## src/hdl/prc_pkg.sv

```systemverilog
// ----------------------------------------------------------------------------
// prc_pkg
// Types and codes shared by the rule table lookup block.
// ----------------------------------------------------------------------------
`default_nettype none

package prc_pkg;

  localparam int REQ_W    = 2;
  localparam int PROTO_W  = 8;
  localparam int PORT_W   = 16;
  localparam int RIDX_W   = 5;
  localparam int STATUS_W = 3;

  localparam int MAX_RESULTS = 32;
  localparam int HIT_W       = $clog2(MAX_RESULTS + 1);

  localparam logic [REQ_W-1:0] REQ_CLEAR  = 2'd0;
  localparam logic [REQ_W-1:0] REQ_APPEND = 2'd1;
  localparam logic [REQ_W-1:0] REQ_LOOKUP = 2'd2;

  localparam logic [STATUS_W-1:0] STS_MATCH    = 3'd0;
  localparam logic [STATUS_W-1:0] STS_NOMATCH  = 3'd1;
  localparam logic [STATUS_W-1:0] STS_APPENDED = 3'd2;
  localparam logic [STATUS_W-1:0] STS_FULL     = 3'd3;
  localparam logic [STATUS_W-1:0] STS_CLEARED  = 3'd4;

  typedef struct packed {
    logic [PROTO_W-1:0] proto;
    logic               wild;
    logic [PORT_W-1:0]  port;
  } rule_t;

  typedef struct packed {
    logic [REQ_W-1:0]   req_type;
    logic [PROTO_W-1:0] proto;
    logic               wild_port;
    logic [PORT_W-1:0]  port;
  } req_t;

  typedef struct packed {
    logic [RIDX_W-1:0]   rule_index;
    logic [STATUS_W-1:0] status;
    logic                last;
  } rsp_t;

  typedef struct packed {
    logic valid;
    rsp_t rsp;
  } emit_t;

endpackage

`default_nettype wire

```

## src/hdl/prc_if.sv

```systemverilog
// ----------------------------------------------------------------------------
// prc_if
// Request and result channel interfaces for the rule table lookup block.
// ----------------------------------------------------------------------------
`default_nettype none

interface prc_req_if;
  logic                         valid;
  logic                         ready;
  logic [prc_pkg::REQ_W-1:0]    req_type;
  logic [prc_pkg::PROTO_W-1:0]  proto;
  logic                         wild_port;
  logic [prc_pkg::PORT_W-1:0]   port;

  modport source (output valid, output req_type, output proto, output wild_port,
                  output port, input ready);
  modport sink (input valid, input req_type, input proto, input wild_port,
                input port, output ready);
endinterface

interface prc_rsp_if;
  logic                          valid;
  logic                          ready;
  logic [prc_pkg::RIDX_W-1:0]    rule_index;
  logic [prc_pkg::STATUS_W-1:0]  status;
  logic                          last;

  modport source (output valid, output rule_index, output status, output last,
                  input ready);
  modport sink (input valid, input rule_index, input status, input last,
                output ready);
endinterface

`default_nettype wire

```

## src/hdl/port_rule_candidate_lookup_top.sv

```systemverilog
// ----------------------------------------------------------------------------
// port_rule_candidate_lookup_top
// Protocol/port rule table with clear, append and candidate lookup requests.
// ----------------------------------------------------------------------------
//  channel  dir  beat
//  in_req   in   req_type, proto, wild_port, port
//  out_rsp  out  rule_index, status, last
//
//  Clear and append hold their result in resp_r until the output is free.
//  A lookup reads the rule memory once per stored rule in each of its two
//  passes, through the single read port.
//  Reset clears the rule count; rule entries are undefined until appended.
//  A stalled result holds the output register; the scan pauses when a second
//  match is pending behind it. Requests are taken only between lookups.
// ----------------------------------------------------------------------------
`default_nettype none

module port_rule_candidate_lookup_top #(
  parameter int RULE_COUNT = 32
) (
  input  wire logic  clk,
  input  wire logic  rst_n,
  prc_req_if.sink    in_req,
  prc_rsp_if.source  out_rsp
);

  localparam int IDX_W = (RULE_COUNT > 1) ? $clog2(RULE_COUNT) : 1;

  prc_pkg::req_t   req;
  prc_pkg::rule_t  wr_data;
  prc_pkg::rule_t  rd_data;
  prc_pkg::emit_t  emit;
  prc_pkg::rsp_t   rsp;
  logic            wr_en;
  logic            rd_en;
  logic [IDX_W-1:0] wr_addr;
  logic [IDX_W-1:0] rd_addr;
  logic            out_free;

  assign req = '{req_type: in_req.req_type, proto: in_req.proto,
                 wild_port: in_req.wild_port, port: in_req.port};

  prc_ctrl #(.RULE_COUNT(RULE_COUNT)) u_ctrl (
    .clk      (clk),
    .rst_n    (rst_n),
    .in_valid (in_req.valid),
    .in_ready (in_req.ready),
    .in_req   (req),
    .wr_en    (wr_en),
    .wr_addr  (wr_addr),
    .wr_data  (wr_data),
    .rd_en    (rd_en),
    .rd_addr  (rd_addr),
    .rd_data  (rd_data),
    .out_free (out_free),
    .emit     (emit)
  );

  prc_rule_mem #(.RULE_COUNT(RULE_COUNT)) u_mem (
    .clk     (clk),
    .wr_en   (wr_en),
    .wr_addr (wr_addr),
    .wr_data (wr_data),
    .rd_en   (rd_en),
    .rd_addr (rd_addr),
    .rd_data (rd_data)
  );

  prc_out_reg u_out (
    .clk       (clk),
    .rst_n     (rst_n),
    .emit      (emit),
    .out_free  (out_free),
    .out_valid (out_rsp.valid),
    .out_ready (out_rsp.ready),
    .out_rsp   (rsp)
  );

  assign out_rsp.rule_index = rsp.rule_index;
  assign out_rsp.status     = rsp.status;
  assign out_rsp.last       = rsp.last;

endmodule

`default_nettype wire

```

## src/hdl/prc_rule_mem.sv

```systemverilog
// ----------------------------------------------------------------------------
// prc_rule_mem
// Rule storage: one write port, one registered read port.
// ----------------------------------------------------------------------------
`default_nettype none

module prc_rule_mem #(
  parameter  int RULE_COUNT = 32,
  localparam int IDX_W      = (RULE_COUNT > 1) ? $clog2(RULE_COUNT) : 1
) (
  input  wire logic                 clk,
  input  wire logic                 wr_en,
  input  wire logic [IDX_W-1:0]     wr_addr,
  input  wire prc_pkg::rule_t       wr_data,
  input  wire logic                 rd_en,
  input  wire logic [IDX_W-1:0]     rd_addr,
  output prc_pkg::rule_t            rd_data
);

  prc_pkg::rule_t mem [RULE_COUNT];
  prc_pkg::rule_t rd_data_r;

  always_ff @(posedge clk) begin
    if (wr_en) begin
      mem[wr_addr] <= wr_data;
    end
  end

  always_ff @(posedge clk) begin
    if (rd_en) begin
      rd_data_r <= mem[rd_addr];
    end
  end

  assign rd_data = rd_data_r;

endmodule

`default_nettype wire

```

## src/hdl/prc_out_reg.sv

```systemverilog
// ----------------------------------------------------------------------------
// prc_out_reg
// Result output register; decouples the scan from downstream stalls.
// ----------------------------------------------------------------------------
`default_nettype none

module prc_out_reg (
  input  wire logic           clk,
  input  wire logic           rst_n,
  input  wire prc_pkg::emit_t emit,
  output logic                out_free,
  output logic                out_valid,
  input  wire logic           out_ready,
  output prc_pkg::rsp_t       out_rsp
);

  logic           valid_r;
  logic           valid_nxt;
  prc_pkg::rsp_t  rsp_r;

  assign out_free  = !valid_r || out_ready;
  assign valid_nxt = emit.valid ? 1'b1 : (valid_r && !out_ready);

  always_ff @(posedge clk) begin
    if (!rst_n) begin
      valid_r <= 1'b0;
    end else begin
      valid_r <= valid_nxt;
    end
  end

  always_ff @(posedge clk) begin
    if (emit.valid) begin
      rsp_r <= emit.rsp;
    end
  end

  assign out_valid = valid_r;
  assign out_rsp   = rsp_r;

endmodule

`default_nettype wire

```

## src/hdl/prc_ctrl.sv

```systemverilog
// ----------------------------------------------------------------------------
// prc_ctrl
// Request sequencer: table updates and the two-pass lookup scan.
// ----------------------------------------------------------------------------
`default_nettype none

module prc_ctrl #(
  parameter  int RULE_COUNT = 32,
  localparam int IDX_W      = (RULE_COUNT > 1) ? $clog2(RULE_COUNT) : 1
) (
  input  wire logic              clk,
  input  wire logic              rst_n,
  input  wire logic              in_valid,
  output logic                   in_ready,
  input  wire prc_pkg::req_t     in_req,
  output logic                   wr_en,
  output logic [IDX_W-1:0]       wr_addr,
  output prc_pkg::rule_t         wr_data,
  output logic                   rd_en,
  output logic [IDX_W-1:0]       rd_addr,
  input  wire prc_pkg::rule_t    rd_data,
  input  wire logic              out_free,
  output prc_pkg::emit_t         emit
);

  localparam int CNT_W = $clog2(RULE_COUNT + 1);
  localparam int EXT_W = IDX_W + prc_pkg::RIDX_W;
  localparam int HIT_W = prc_pkg::HIT_W;

  localparam logic [1:0] ST_IDLE = 2'd0;
  localparam logic [1:0] ST_SCAN = 2'd1;
  localparam logic [1:0] ST_FIN  = 2'd2;
  localparam logic [1:0] ST_RESP = 2'd3;

  logic [1:0]                   state_r, state_nxt;
  logic [CNT_W-1:0]             total_r, total_nxt;
  logic [CNT_W-1:0]             addr_r, addr_nxt;
  logic                         pass_r, pass_nxt;
  logic                         ev_valid_r, ev_valid_nxt;
  logic                         ev_pass_r, ev_pass_nxt;
  logic [IDX_W-1:0]             ev_idx_r, ev_idx_nxt;
  logic                         pend_valid_r, pend_valid_nxt;
  logic [IDX_W-1:0]             pend_idx_r, pend_idx_nxt;
  logic [HIT_W-1:0]             hits_r, hits_nxt;
  logic [prc_pkg::PROTO_W-1:0]  key_proto_r, key_proto_nxt;
  logic [prc_pkg::PORT_W-1:0]   key_port_r, key_port_nxt;
  prc_pkg::rsp_t                resp_r, resp_nxt;

  logic              accept;
  logic              issue;
  logic              hit;
  logic              stall;
  logic              exhausted;
  logic              capped;
  logic [EXT_W-1:0]  pend_ext;
  logic [EXT_W-1:0]  total_ext;

  assign in_ready  = (state_r == ST_IDLE);
  assign accept    = in_valid && in_ready;
  assign capped    = (hits_r == HIT_W'(prc_pkg::MAX_RESULTS));
  assign exhausted = pass_r && (addr_r >= total_r);
  assign pend_ext  = EXT_W'(pend_idx_r);
  assign total_ext = EXT_W'(total_r[IDX_W-1:0]);

  assign hit = (state_r == ST_SCAN) && ev_valid_r && !capped &&
               (rd_data.proto == key_proto_r) &&
               (ev_pass_r ? rd_data.wild
                          : (!rd_data.wild && (rd_data.port == key_port_r)));
  assign stall = hit && pend_valid_r && !out_free;
  assign issue = (state_r == ST_SCAN) && !stall && !capped && (addr_r < total_r);

  assign rd_en   = issue;
  assign rd_addr = addr_r[IDX_W-1:0];

  assign wr_en   = accept && (in_req.req_type == prc_pkg::REQ_APPEND) &&
                   (total_r != CNT_W'(RULE_COUNT));
  assign wr_addr = total_r[IDX_W-1:0];
  assign wr_data = '{proto: in_req.proto, wild: in_req.wild_port,
                     port: in_req.wild_port ? '0 : in_req.port};

  always_comb begin
    state_nxt      = state_r;
    total_nxt      = total_r;
    addr_nxt       = addr_r;
    pass_nxt       = pass_r;
    ev_valid_nxt   = ev_valid_r;
    ev_pass_nxt    = ev_pass_r;
    ev_idx_nxt     = ev_idx_r;
    pend_valid_nxt = pend_valid_r;
    pend_idx_nxt   = pend_idx_r;
    hits_nxt       = hits_r;
    key_proto_nxt  = key_proto_r;
    key_port_nxt   = key_port_r;
    resp_nxt       = resp_r;
    emit           = '0;

    case (state_r)
      ST_IDLE: begin
        if (accept) begin
          case (in_req.req_type)
            prc_pkg::REQ_CLEAR: begin
              total_nxt = '0;
              resp_nxt  = '{rule_index: '0, status: prc_pkg::STS_CLEARED, last: 1'b1};
              state_nxt = ST_RESP;
            end
            prc_pkg::REQ_APPEND: begin
              if (total_r == CNT_W'(RULE_COUNT)) begin
                resp_nxt = '{rule_index: '0, status: prc_pkg::STS_FULL, last: 1'b1};
              end else begin
                total_nxt = total_r + CNT_W'(1);
                resp_nxt  = '{rule_index: total_ext[prc_pkg::RIDX_W-1:0],
                              status: prc_pkg::STS_APPENDED, last: 1'b1};
              end
              state_nxt = ST_RESP;
            end
            prc_pkg::REQ_LOOKUP: begin
              key_proto_nxt  = in_req.proto;
              key_port_nxt   = in_req.port;
              addr_nxt       = '0;
              pass_nxt       = 1'b0;
              ev_valid_nxt   = 1'b0;
              pend_valid_nxt = 1'b0;
              hits_nxt       = '0;
              state_nxt      = ST_SCAN;
            end
            default: begin
              state_nxt = ST_IDLE;
            end
          endcase
        end
      end

      ST_SCAN: begin
        if (!stall) begin
          if (hit) begin
            emit.valid     = pend_valid_r;
            emit.rsp       = '{rule_index: pend_ext[prc_pkg::RIDX_W-1:0],
                               status: prc_pkg::STS_MATCH, last: 1'b0};
            pend_valid_nxt = 1'b1;
            pend_idx_nxt   = ev_idx_r;
            hits_nxt       = hits_r + HIT_W'(1);
          end
          ev_valid_nxt = issue;
          ev_pass_nxt  = pass_r;
          ev_idx_nxt   = addr_r[IDX_W-1:0];
          if (issue) begin
            addr_nxt = addr_r + CNT_W'(1);
          end else if (!pass_r) begin
            pass_nxt = 1'b1;
            addr_nxt = '0;
          end
          if (capped || exhausted) begin
            ev_valid_nxt = 1'b0;
            state_nxt    = ST_FIN;
          end
        end
      end

      ST_FIN: begin
        if (out_free) begin
          emit.valid = 1'b1;
          if (pend_valid_r) begin
            emit.rsp = '{rule_index: pend_ext[prc_pkg::RIDX_W-1:0],
                         status: prc_pkg::STS_MATCH, last: 1'b1};
          end else begin
            emit.rsp = '{rule_index: '0, status: prc_pkg::STS_NOMATCH, last: 1'b1};
          end
          state_nxt = ST_IDLE;
        end
      end

      ST_RESP: begin
        if (out_free) begin
          emit.valid = 1'b1;
          emit.rsp   = resp_r;
          state_nxt  = ST_IDLE;
        end
      end

      default: begin
        state_nxt = ST_IDLE;
      end
    endcase
  end

  always_ff @(posedge clk) begin
    if (!rst_n) begin
      state_r      <= ST_IDLE;
      total_r      <= '0;
      ev_valid_r   <= 1'b0;
      pend_valid_r <= 1'b0;
      hits_r       <= '0;
      addr_r       <= '0;
      pass_r       <= 1'b0;
    end else begin
      state_r      <= state_nxt;
      total_r      <= total_nxt;
      ev_valid_r   <= ev_valid_nxt;
      pend_valid_r <= pend_valid_nxt;
      hits_r       <= hits_nxt;
      addr_r       <= addr_nxt;
      pass_r       <= pass_nxt;
    end
  end

  always_ff @(posedge clk) begin
    ev_pass_r   <= ev_pass_nxt;
    ev_idx_r    <= ev_idx_nxt;
    pend_idx_r  <= pend_idx_nxt;
    key_proto_r <= key_proto_nxt;
    key_port_r  <= key_port_nxt;
    resp_r      <= resp_nxt;
  end

endmodule

`default_nettype wire
```

## src/flat_wrapper.sv

```systemverilog
// flat-port wrapper written by rule: the top's interface ports become plain ports
module port_rule_candidate_lookup_top_flat 
#(
  parameter int RULE_COUNT = 32
)
  (clk, rst_n, in_req_valid, in_req_req_type, in_req_proto, in_req_wild_port, in_req_port, in_req_ready, out_rsp_valid, out_rsp_rule_index, out_rsp_status, out_rsp_last, out_rsp_ready);
  prc_req_if in_req_i ();
  prc_rsp_if out_rsp_i ();
  input  wire logic clk;
  input  wire logic rst_n;
  input wire logic [$bits(in_req_i.valid)-1:0] in_req_valid;
  input wire logic [$bits(in_req_i.req_type)-1:0] in_req_req_type;
  input wire logic [$bits(in_req_i.proto)-1:0] in_req_proto;
  input wire logic [$bits(in_req_i.wild_port)-1:0] in_req_wild_port;
  input wire logic [$bits(in_req_i.port)-1:0] in_req_port;
  output wire logic [$bits(in_req_i.ready)-1:0] in_req_ready;
  output wire logic [$bits(out_rsp_i.valid)-1:0] out_rsp_valid;
  output wire logic [$bits(out_rsp_i.rule_index)-1:0] out_rsp_rule_index;
  output wire logic [$bits(out_rsp_i.status)-1:0] out_rsp_status;
  output wire logic [$bits(out_rsp_i.last)-1:0] out_rsp_last;
  input wire logic [$bits(out_rsp_i.ready)-1:0] out_rsp_ready;
  assign in_req_i.valid = in_req_valid;
  assign in_req_i.req_type = in_req_req_type;
  assign in_req_i.proto = in_req_proto;
  assign in_req_i.wild_port = in_req_wild_port;
  assign in_req_i.port = in_req_port;
  assign in_req_ready = in_req_i.ready;
  assign out_rsp_valid = out_rsp_i.valid;
  assign out_rsp_rule_index = out_rsp_i.rule_index;
  assign out_rsp_status = out_rsp_i.status;
  assign out_rsp_last = out_rsp_i.last;
  assign out_rsp_i.ready = out_rsp_ready;
  port_rule_candidate_lookup_top #(.RULE_COUNT(RULE_COUNT)) u_core (.clk(clk), .rst_n(rst_n), .in_req(in_req_i), .out_rsp(out_rsp_i));
endmodule
```

## config.mk

```make
export PLATFORM = sky130hd
export DESIGN_NAME = port_rule_candidate_lookup_top_flat
export DESIGN_NICKNAME = d
export VERILOG_FILES = /design/src/hdl/prc_pkg.sv /design/src/hdl/prc_if.sv /design/src/hdl/port_rule_candidate_lookup_top.sv /design/src/hdl/prc_rule_mem.sv /design/src/hdl/prc_out_reg.sv /design/src/hdl/prc_ctrl.sv /design/src/flat_wrapper.sv
export SDC_FILE = /design/constraint.sdc
export NUM_CORES = 1
export LEC_CHECK = 0
export ABC_CLOCK_PERIOD_IN_PS = 4070
export BUFFER_PORTS_ARGS = -buffer_cell sky130_fd_sc_hd__buf_4
export CORE_MARGIN = 2
export CORE_UTILIZATION = 59
export CTS_CLUSTER_DIAMETER = 100
export CTS_CLUSTER_SIZE = 12
export DETAILED_ROUTE_END_ITERATION = 8
export GPL_ROUTABILITY_DRIVEN = 0
export HOLD_SLACK_MARGIN = 0.03
export PLACE_DENSITY = 0.74
export SLEW_MARGIN = 5
export SYNTH_ARGS = -nofsm -noshare
export SYNTH_HDL_FRONTEND = slang
export SYNTH_SLANG_ARGS = --single-unit
```

## constraint.sdc

```tcl
create_clock -name clk -period 4.07 [get_ports clk]
set_clock_uncertainty 0.2 [all_clocks]
set_input_delay 0 -clock clk [delete_from_list [all_inputs] [get_ports clk]]
set_output_delay 0 -clock clk [all_outputs]
set_load 0.03 [all_outputs]
```

# After elaboration in Yosys (flattened, before gate mapping)
# Memory sizes are Yosys's and may differ from the RTL's. A register that Yosys moved wholly into a read port is not among the register bits.
# Cells that the tools add are included.
# Widths: inputs -> output; s select.
[classes]
add_sub_neg = 3
mul = 0
div_mod_pow = 0
n_lt_le_gt_ge = 2
n_eq_ne = 19
n_shift = 0
muxes = 41
n_bitwise = 1
reduce_logical = 39
[ops]
columns = ["cell", "n"]
rows = [
  ["$mux 6", 8],
  ["$mux 10", 4],
  ["$pmux 6 s2", 3],
  ["$pmux 10 s3", 1],
  ["$add 6x1->6 const B", 3],
  ["$mux 9", 2],
  ["$pmux 9 s2", 1],
  ["$eq 16x16->1", 1],
  ["$mux 16", 1],
  ["$logic_and 1x1->1", 15],
  ["$reduce_and 5->1", 3],
  ["$eq 6x6->1 const B", 2],
  ["$mux 1", 12],
  ["$reduce_and 4->1", 3],
  ["$reduce_and 3->1", 3],
  ["$eq 8x8->1", 1],
  ["$mux 2", 4],
  ["$ne 2x1->1 const B", 4],
  ["$ne 2x2->1 const B", 4],
  ["$eq 2x2->1 const B", 3],
  ["$ge 6x6->1", 1],
  ["$logic_not 1->1", 6],
  ["$lt 6x6->1", 1],
  ["$ne 6x6->1 const B", 1],
  ["other kinds (11)", 18],
]
[totals]
ff_bits = 77
latchBits = 0
ram_bits = 800
romBits = 0
in_bits = 31
out_inout_bits = 11
elab_cells = 125
n_memories = 1
[memory_table]
columns = ["memory", "depth", "word_bits", "read_ports", "rd_clocked_by_memory_dff", "write_ports", "line_no", "rtl"]
rows = [
  ["u_core.u_mem.mem", 32, 25, 1, 1, 1, "prc_rule_mem.sv:20", "prc_pkg::rule_t mem [RULE_COUNT];"],
]

# Longest topological paths before layout
[depth]
word_depth = 14
mapped_depth = 12
mapped_depth_nobuf = 9

# Hierarchy
# Synthesis repeated with hierarchy kept, for this count alone.
[unflattened]
cells_unflattened = 2111
area_unflattened_um2 = 35881.9
[modules_own_cells]
columns = ["module", "instances", "cells_per_inst", "area_per_inst_um2", "seq_area_each_um2"]
rows = [
  ["prc_rule_mem", 1, 1778, 32077.0, 24773.8],
  ["prc_ctrl", 1, 320, 3485.8, 1751.7],
  ["prc_out_reg", 1, 13, 319.1, 290.3],
]

# Least setup slack after synthesis
# No wires, ideal clock.
[synth_path]
kind = "reg-to-reg"
startpoint = "register u_core.u_ctrl.total_r[3]"
endpoint = "register u_core.u_mem.rd_data[0] (netlist name)"
setup_ps = 407
arrival_time_ps = 2779
required_time_ps = 3463
setup_slack_ps = 684
path_stages_with_launch = 7
n_path_buf = 0
synth_period_minus_slack_ps = 3386
cell_sequence = "dfxtp_1 > clkinv_1 > ha_1 > a211oi_1 > nor2_1 > or4_4 > nor2_1"
[synth_between]
elab_chain_cells = 2
[synth_lines]
columns = ["element", "line_no", "rtl"]
rows = [
  ["start: declaration", "prc_ctrl.sv:36", "logic [CNT_W-1:0] total_r, total_nxt;"],
  ["start signal: assignment", "prc_ctrl.sv:197", "total_r <= total_nxt;"],
  ["$lt 6x6->1", "prc_ctrl.sv:70", "assign issue = (state_r == ST_SCAN) && !stall && !capped && (addr_r < total_r);"],
  ["$logic_and 1x1->1", "prc_ctrl.sv:70", ""],
]
# Every way passes these cells.
# A chain may end at the register's enable or synchronous reset.

# Worst setup path after layout
[layout_path]
startpoint = "register u_core.u_ctrl.addr_r[0]"
endpoint = "register u_core.u_ctrl.state_r[0]"
[layout_between]
elab_chain_cells = 5
[layout_lines]
columns = ["element", "line_no", "rtl"]
rows = [
  ["start: declaration", "prc_ctrl.sv:37", "logic [CNT_W-1:0] addr_r, addr_nxt;"],
  ["start signal: assignment", "prc_ctrl.sv:201", "addr_r <= addr_nxt;"],
  ["$ge 6x6->1", "prc_ctrl.sv:61", "assign exhausted = pass_r && (addr_r >= total_r);"],
  ["$logic_and 1x1->1", "prc_ctrl.sv:61", ""],
  ["$logic_or 1x1->1", "prc_ctrl.sv:152", "if (capped || exhausted) begin"],
  ["$ne 2x1->1 (no line)", "--", ""],
  ["$reduce_and 4->1 (no line)", "--", ""],
  ["end signal: assignment", "prc_ctrl.sv:196", "state_r <= state_nxt;"],
  ["end: declaration", "prc_ctrl.sv:35", "logic [1:0] state_r, state_nxt;"],
]
# Every way passes these cells.

==> impl_summary.txt <==
----------------------------------------------------
[Detailed routing]
  Avg Vias per Cell ... 6.79
  Number of DRC markers after the initial detailed-route iteration ... 2423
  Antenna violation net count after detailed routing ... 0
  DRC violations left ... 0
  Aggregate routed wire length ... 83300 um
  Total vias in the final route ... 16.9k
  Count of TritonRoute iterations in the first routing pass ... 5
  Wire length per cell ... 33.5 um

[STA]
  Total Neg Setup Slack ... 0 ns
  Transition time at the pin with the least slew margin ... 0.948 ns
  Final cycle utilization of the critical path ... 0.838
  Setup repair after global routing missed its margin ... no
  Number of hold violations in the final report ... 0
  Final critical delay including setup and external delays ... 3.41 ns
  Final-report setup violation count ... 0
  Maximum clock frequency ... 293 MHz
  Number of pins exceeding their max-slew limit in the final report ... 0
  Relative slew slack ... 0.368

[Critical path]
  Largest fanout on the critical path ... 23
  Logic depth of the worst register-to-register path ... 10
  Critical path class ... flop to flop
  Worst Setup End Kind ... flop
  Worst R2R Setup Slack ... 0.66 ns
  Sort of element at the start of the critical path ... flop
  CP Data Arrival Time ... 3.80 ns
  Launch point of the worst reg-to-reg path ... u_core.u_ctrl.addr_r[0]
  Worst reg2reg endpoint ... u_core.u_ctrl.state_r[0]
  Required time reported for the critical path endpoint ... 4.45 ns

[Floorplan]
  Die footprint ... 60800 um^2
  Row count ... 88
  Ports placed on the boundary ... 42
  Placeable core area ... 57900 um^2
  Initial Util ... 0.599
  Height of the die ... 247 um
  Horizontal die dimension ... 247 um

[Logic synthesis]
  Cell count after synthesis ... 1509
  Netlist area before placement ... 34700 um^2
  Post-synth EDFFs ... 877
  Post-Syn Nets ... 1553
  Warning count from the yosys run ... 0
  Post-synth ARST share ... 0
  Netlist cell types ... 53
  Average cell area after synthesis ... 23.0 um^2
  Synthesized flop and latch total ... 901
  Dominant synthesized flop cell ... edfxtp_1
  Sequential share of the synthesized area ... 0.772

[CTS]
  Number of sinks on the clock net ... 901
  Clock tree from TritonCTS ... done
  Maximum buffer depth of the clock tree ... 3
  H-tree depth reported by CTS ... 3
  Worst-path clk slew ... 0.07 ns
  CTS Root Buffer Type ... clkbuf_16
  Total clock buffers created by CTS ... 85
  Setup bufs post-CTS ... 0
  Worst skew pair latency ... 0.65 ns

[Hold path]
  WHS Path Cells ... 4
  Hold Path End ... u_core.u_ctrl.ev_valid_r
  Worst min-delay path class ... input pin to flop
  Worst Hold Launch ... rst_n

[Global route]
  Global route total overflow ... 0
  GRT Resource Usage Total ... 0.286
  Antenna violations before repair ... 5
  First-pass GRT wire length ... 120000 um
  Largest net degree at the start of global routing ... 57
  Vias in the first global route ... 16.5k

[Final layout]
  Non-Filler Cell Area, Final ... 39500 um^2
  Ant diodes ... 0
  Non-filler cells, final ... 2489
  Number of fill cells ... 3526
  Layout cell share with drive strength beyond 1 ... 0.314
  Count of nets after finishing ... 1747
  Signed area change from the synthesized netlist to the final layout ... 13.7%

[Flow run]
  Number of maximum-capacitance constraint violations ... 0

[Place]
  Count of buffers inserted at the top-level ports ... 41
  Post-DP HPWL ... 50600 um
  Total placed cells including tap cells ... 2328
  Standard cell area after detailed placement ... 36600 um^2

[Power]
  Power consumption ... 18.4 mW
  Maximum vdd ir drop ... 0.000353 V
  Power per unit of standard cell area ... 467 nW/um^2
  Leakage power summed over all cells ... 12.1 nW

[Outcome]
  Run status ... finished clean

----------------------------------------------------
[layout by cell type (no fill, tap or decap), types with 20 or more instances in the layout]
cell	instances
edfxtp_1	877
mux4_2	250
buf_4	114
clkbuf_16	86
dlygate4sd3_1	53
nor2_4	33
xnor2_1	27
mux2_2	27
nor2_1	22
nor2b_1	20
[synthesized netlist by cell type (all sizes together), types with 11 or more instances]
cell type	number	area, um^2
a22o	11	96.3
inv	14	52.6
nor2	55	206
mux4	250	5630
edfxtp	877	26300
mux2	27	304
xnor2	27	236
nand3	19	95.1
clkbuf	28	105
ha	13	163
buf	40	208
nor2b	21	139
nand2	19	71.3
dfxtp	24	480
[metrics by stage]
stage                     worst slack (ns)  hold slack [ns]  utilization
after global routing                 0.461           0.0838        0.682
after floorplan                      0.684           -0.101            -
after global placement               0.923          -0.0120        0.633
after detailed placement             0.852          -0.0106        0.633
final                                0.658           0.0987        0.682
after CTS                            0.695           0.0446        0.682
[state kept, by name (all words and copies together) (netlist names)]
signal / count
u_core.u_mem.mem: 800
u_core.u_mem.rd_data: 25
u_core.u_ctrl.key_port_r: 16
u_core.u_out.out_rsp: 9
u_core.u_ctrl.key_proto_r: 8
u_core.u_ctrl.resp_r: 8
u_core.u_ctrl.addr_r: 6
u_core.u_ctrl.hits_r: 6
u_core.u_ctrl.total_r: 6
u_core.u_ctrl.ev_idx_r: 5
u_core.u_ctrl.pend_idx_r: 5
u_core.u_ctrl.state_r: 2
u_core.u_ctrl.ev_pass_r: 1
u_core.u_ctrl.ev_valid_r: 1
u_core.u_ctrl.pass_r: 1
u_core.u_ctrl.pend_valid_r: 1
u_core.u_out.out_valid: 1
[critical path: stages (launching register included)]
cell	delay, ns
dfxtp_4	0.72
buf_4	0.40
inv_1	0.09
ha_1	0.18
nand2b_1	0.13
a21oi_1	0.16
or4_4	0.18
o22ai_1	0.11
nor3_1	0.37
mux2i_1	0.23
dlygate4sd3_1	0.58
[where the power goes]
group,leakage (nW),internal [mW],switching (mW)
registers,8.17,10.3,0.0747
logic,2.84,0.422,0.625
clock network,1.13,3.81,3.21
total,12.1,14.5,3.91
[cell families (layout without fill, tap and decap cells)]
family                   Yosys count  in the layout  share of synthesized area
AO/OA/AOI/OAI                     40             40                    0.00915
XOR/XNOR                          32             32                    0.00807
adder cells (fa/ha/maj)           13             13                    0.00469
buffers and inverters             84            299                     0.0107
flip-flops                       901            901                      0.772
multiplexers                     278            278                      0.171
AND/OR/NAND/NOR                  161            161                     0.0237
[metal layers]
layer | global-route usage | part of all wire
met1 | 0.458 | 0.40
met2 | 0.401 | 0.45
met3 | 0.0720 | 0.14
met4 | 0.0707 | 0.018
met5 | 0 | 0
[cell type report]
| type | instances | area [um^2] | area share |
|---|---|---|---|
| repair buffers | 175 | 1550 | 0.0392 |
| inverters | 16 | 60.1 | 0.00152 |
| well taps | 765 | 957 | 0.0242 |
| clock inverters | 8 | 114 | 0.00288 |
| flip-flops and latches | 901 | 26800 | 0.679 |
| clock buffers | 100 | 2200 | 0.0558 |
| multi-input cells | 524 | 7780 | 0.197 |
[how the worst max path moves through the flow]
stage	depth (start not counted)	start	end	slack, ns
after floorplan	6	u_core.u_ctrl.total_r[3]	u_core.u_mem.rd_data[0]	0.68
after global placement	5	u_core.u_ctrl.addr_r[0]	u_core.u_mem.rd_data[8]	0.92
after detailed placement	7	u_core.u_ctrl.total_r[2]	u_core.u_mem.mem[28][10]	0.85
after CTS	10	u_core.u_ctrl.addr_r[0]	u_core.u_ctrl.state_r[0]	0.69
after global routing	10	u_core.u_ctrl.addr_r[0]	u_core.u_ctrl.state_r[0]	0.46
final	10	u_core.u_ctrl.addr_r[0]	u_core.u_ctrl.state_r[0]	0.66
[repair_timing]
item | CTS | global route
hold endpoints to repair | 913 | 0
hold buffers | 53 | 0
gates resized for setup | 0 | 0
Power figures use the tool's default switching activity.
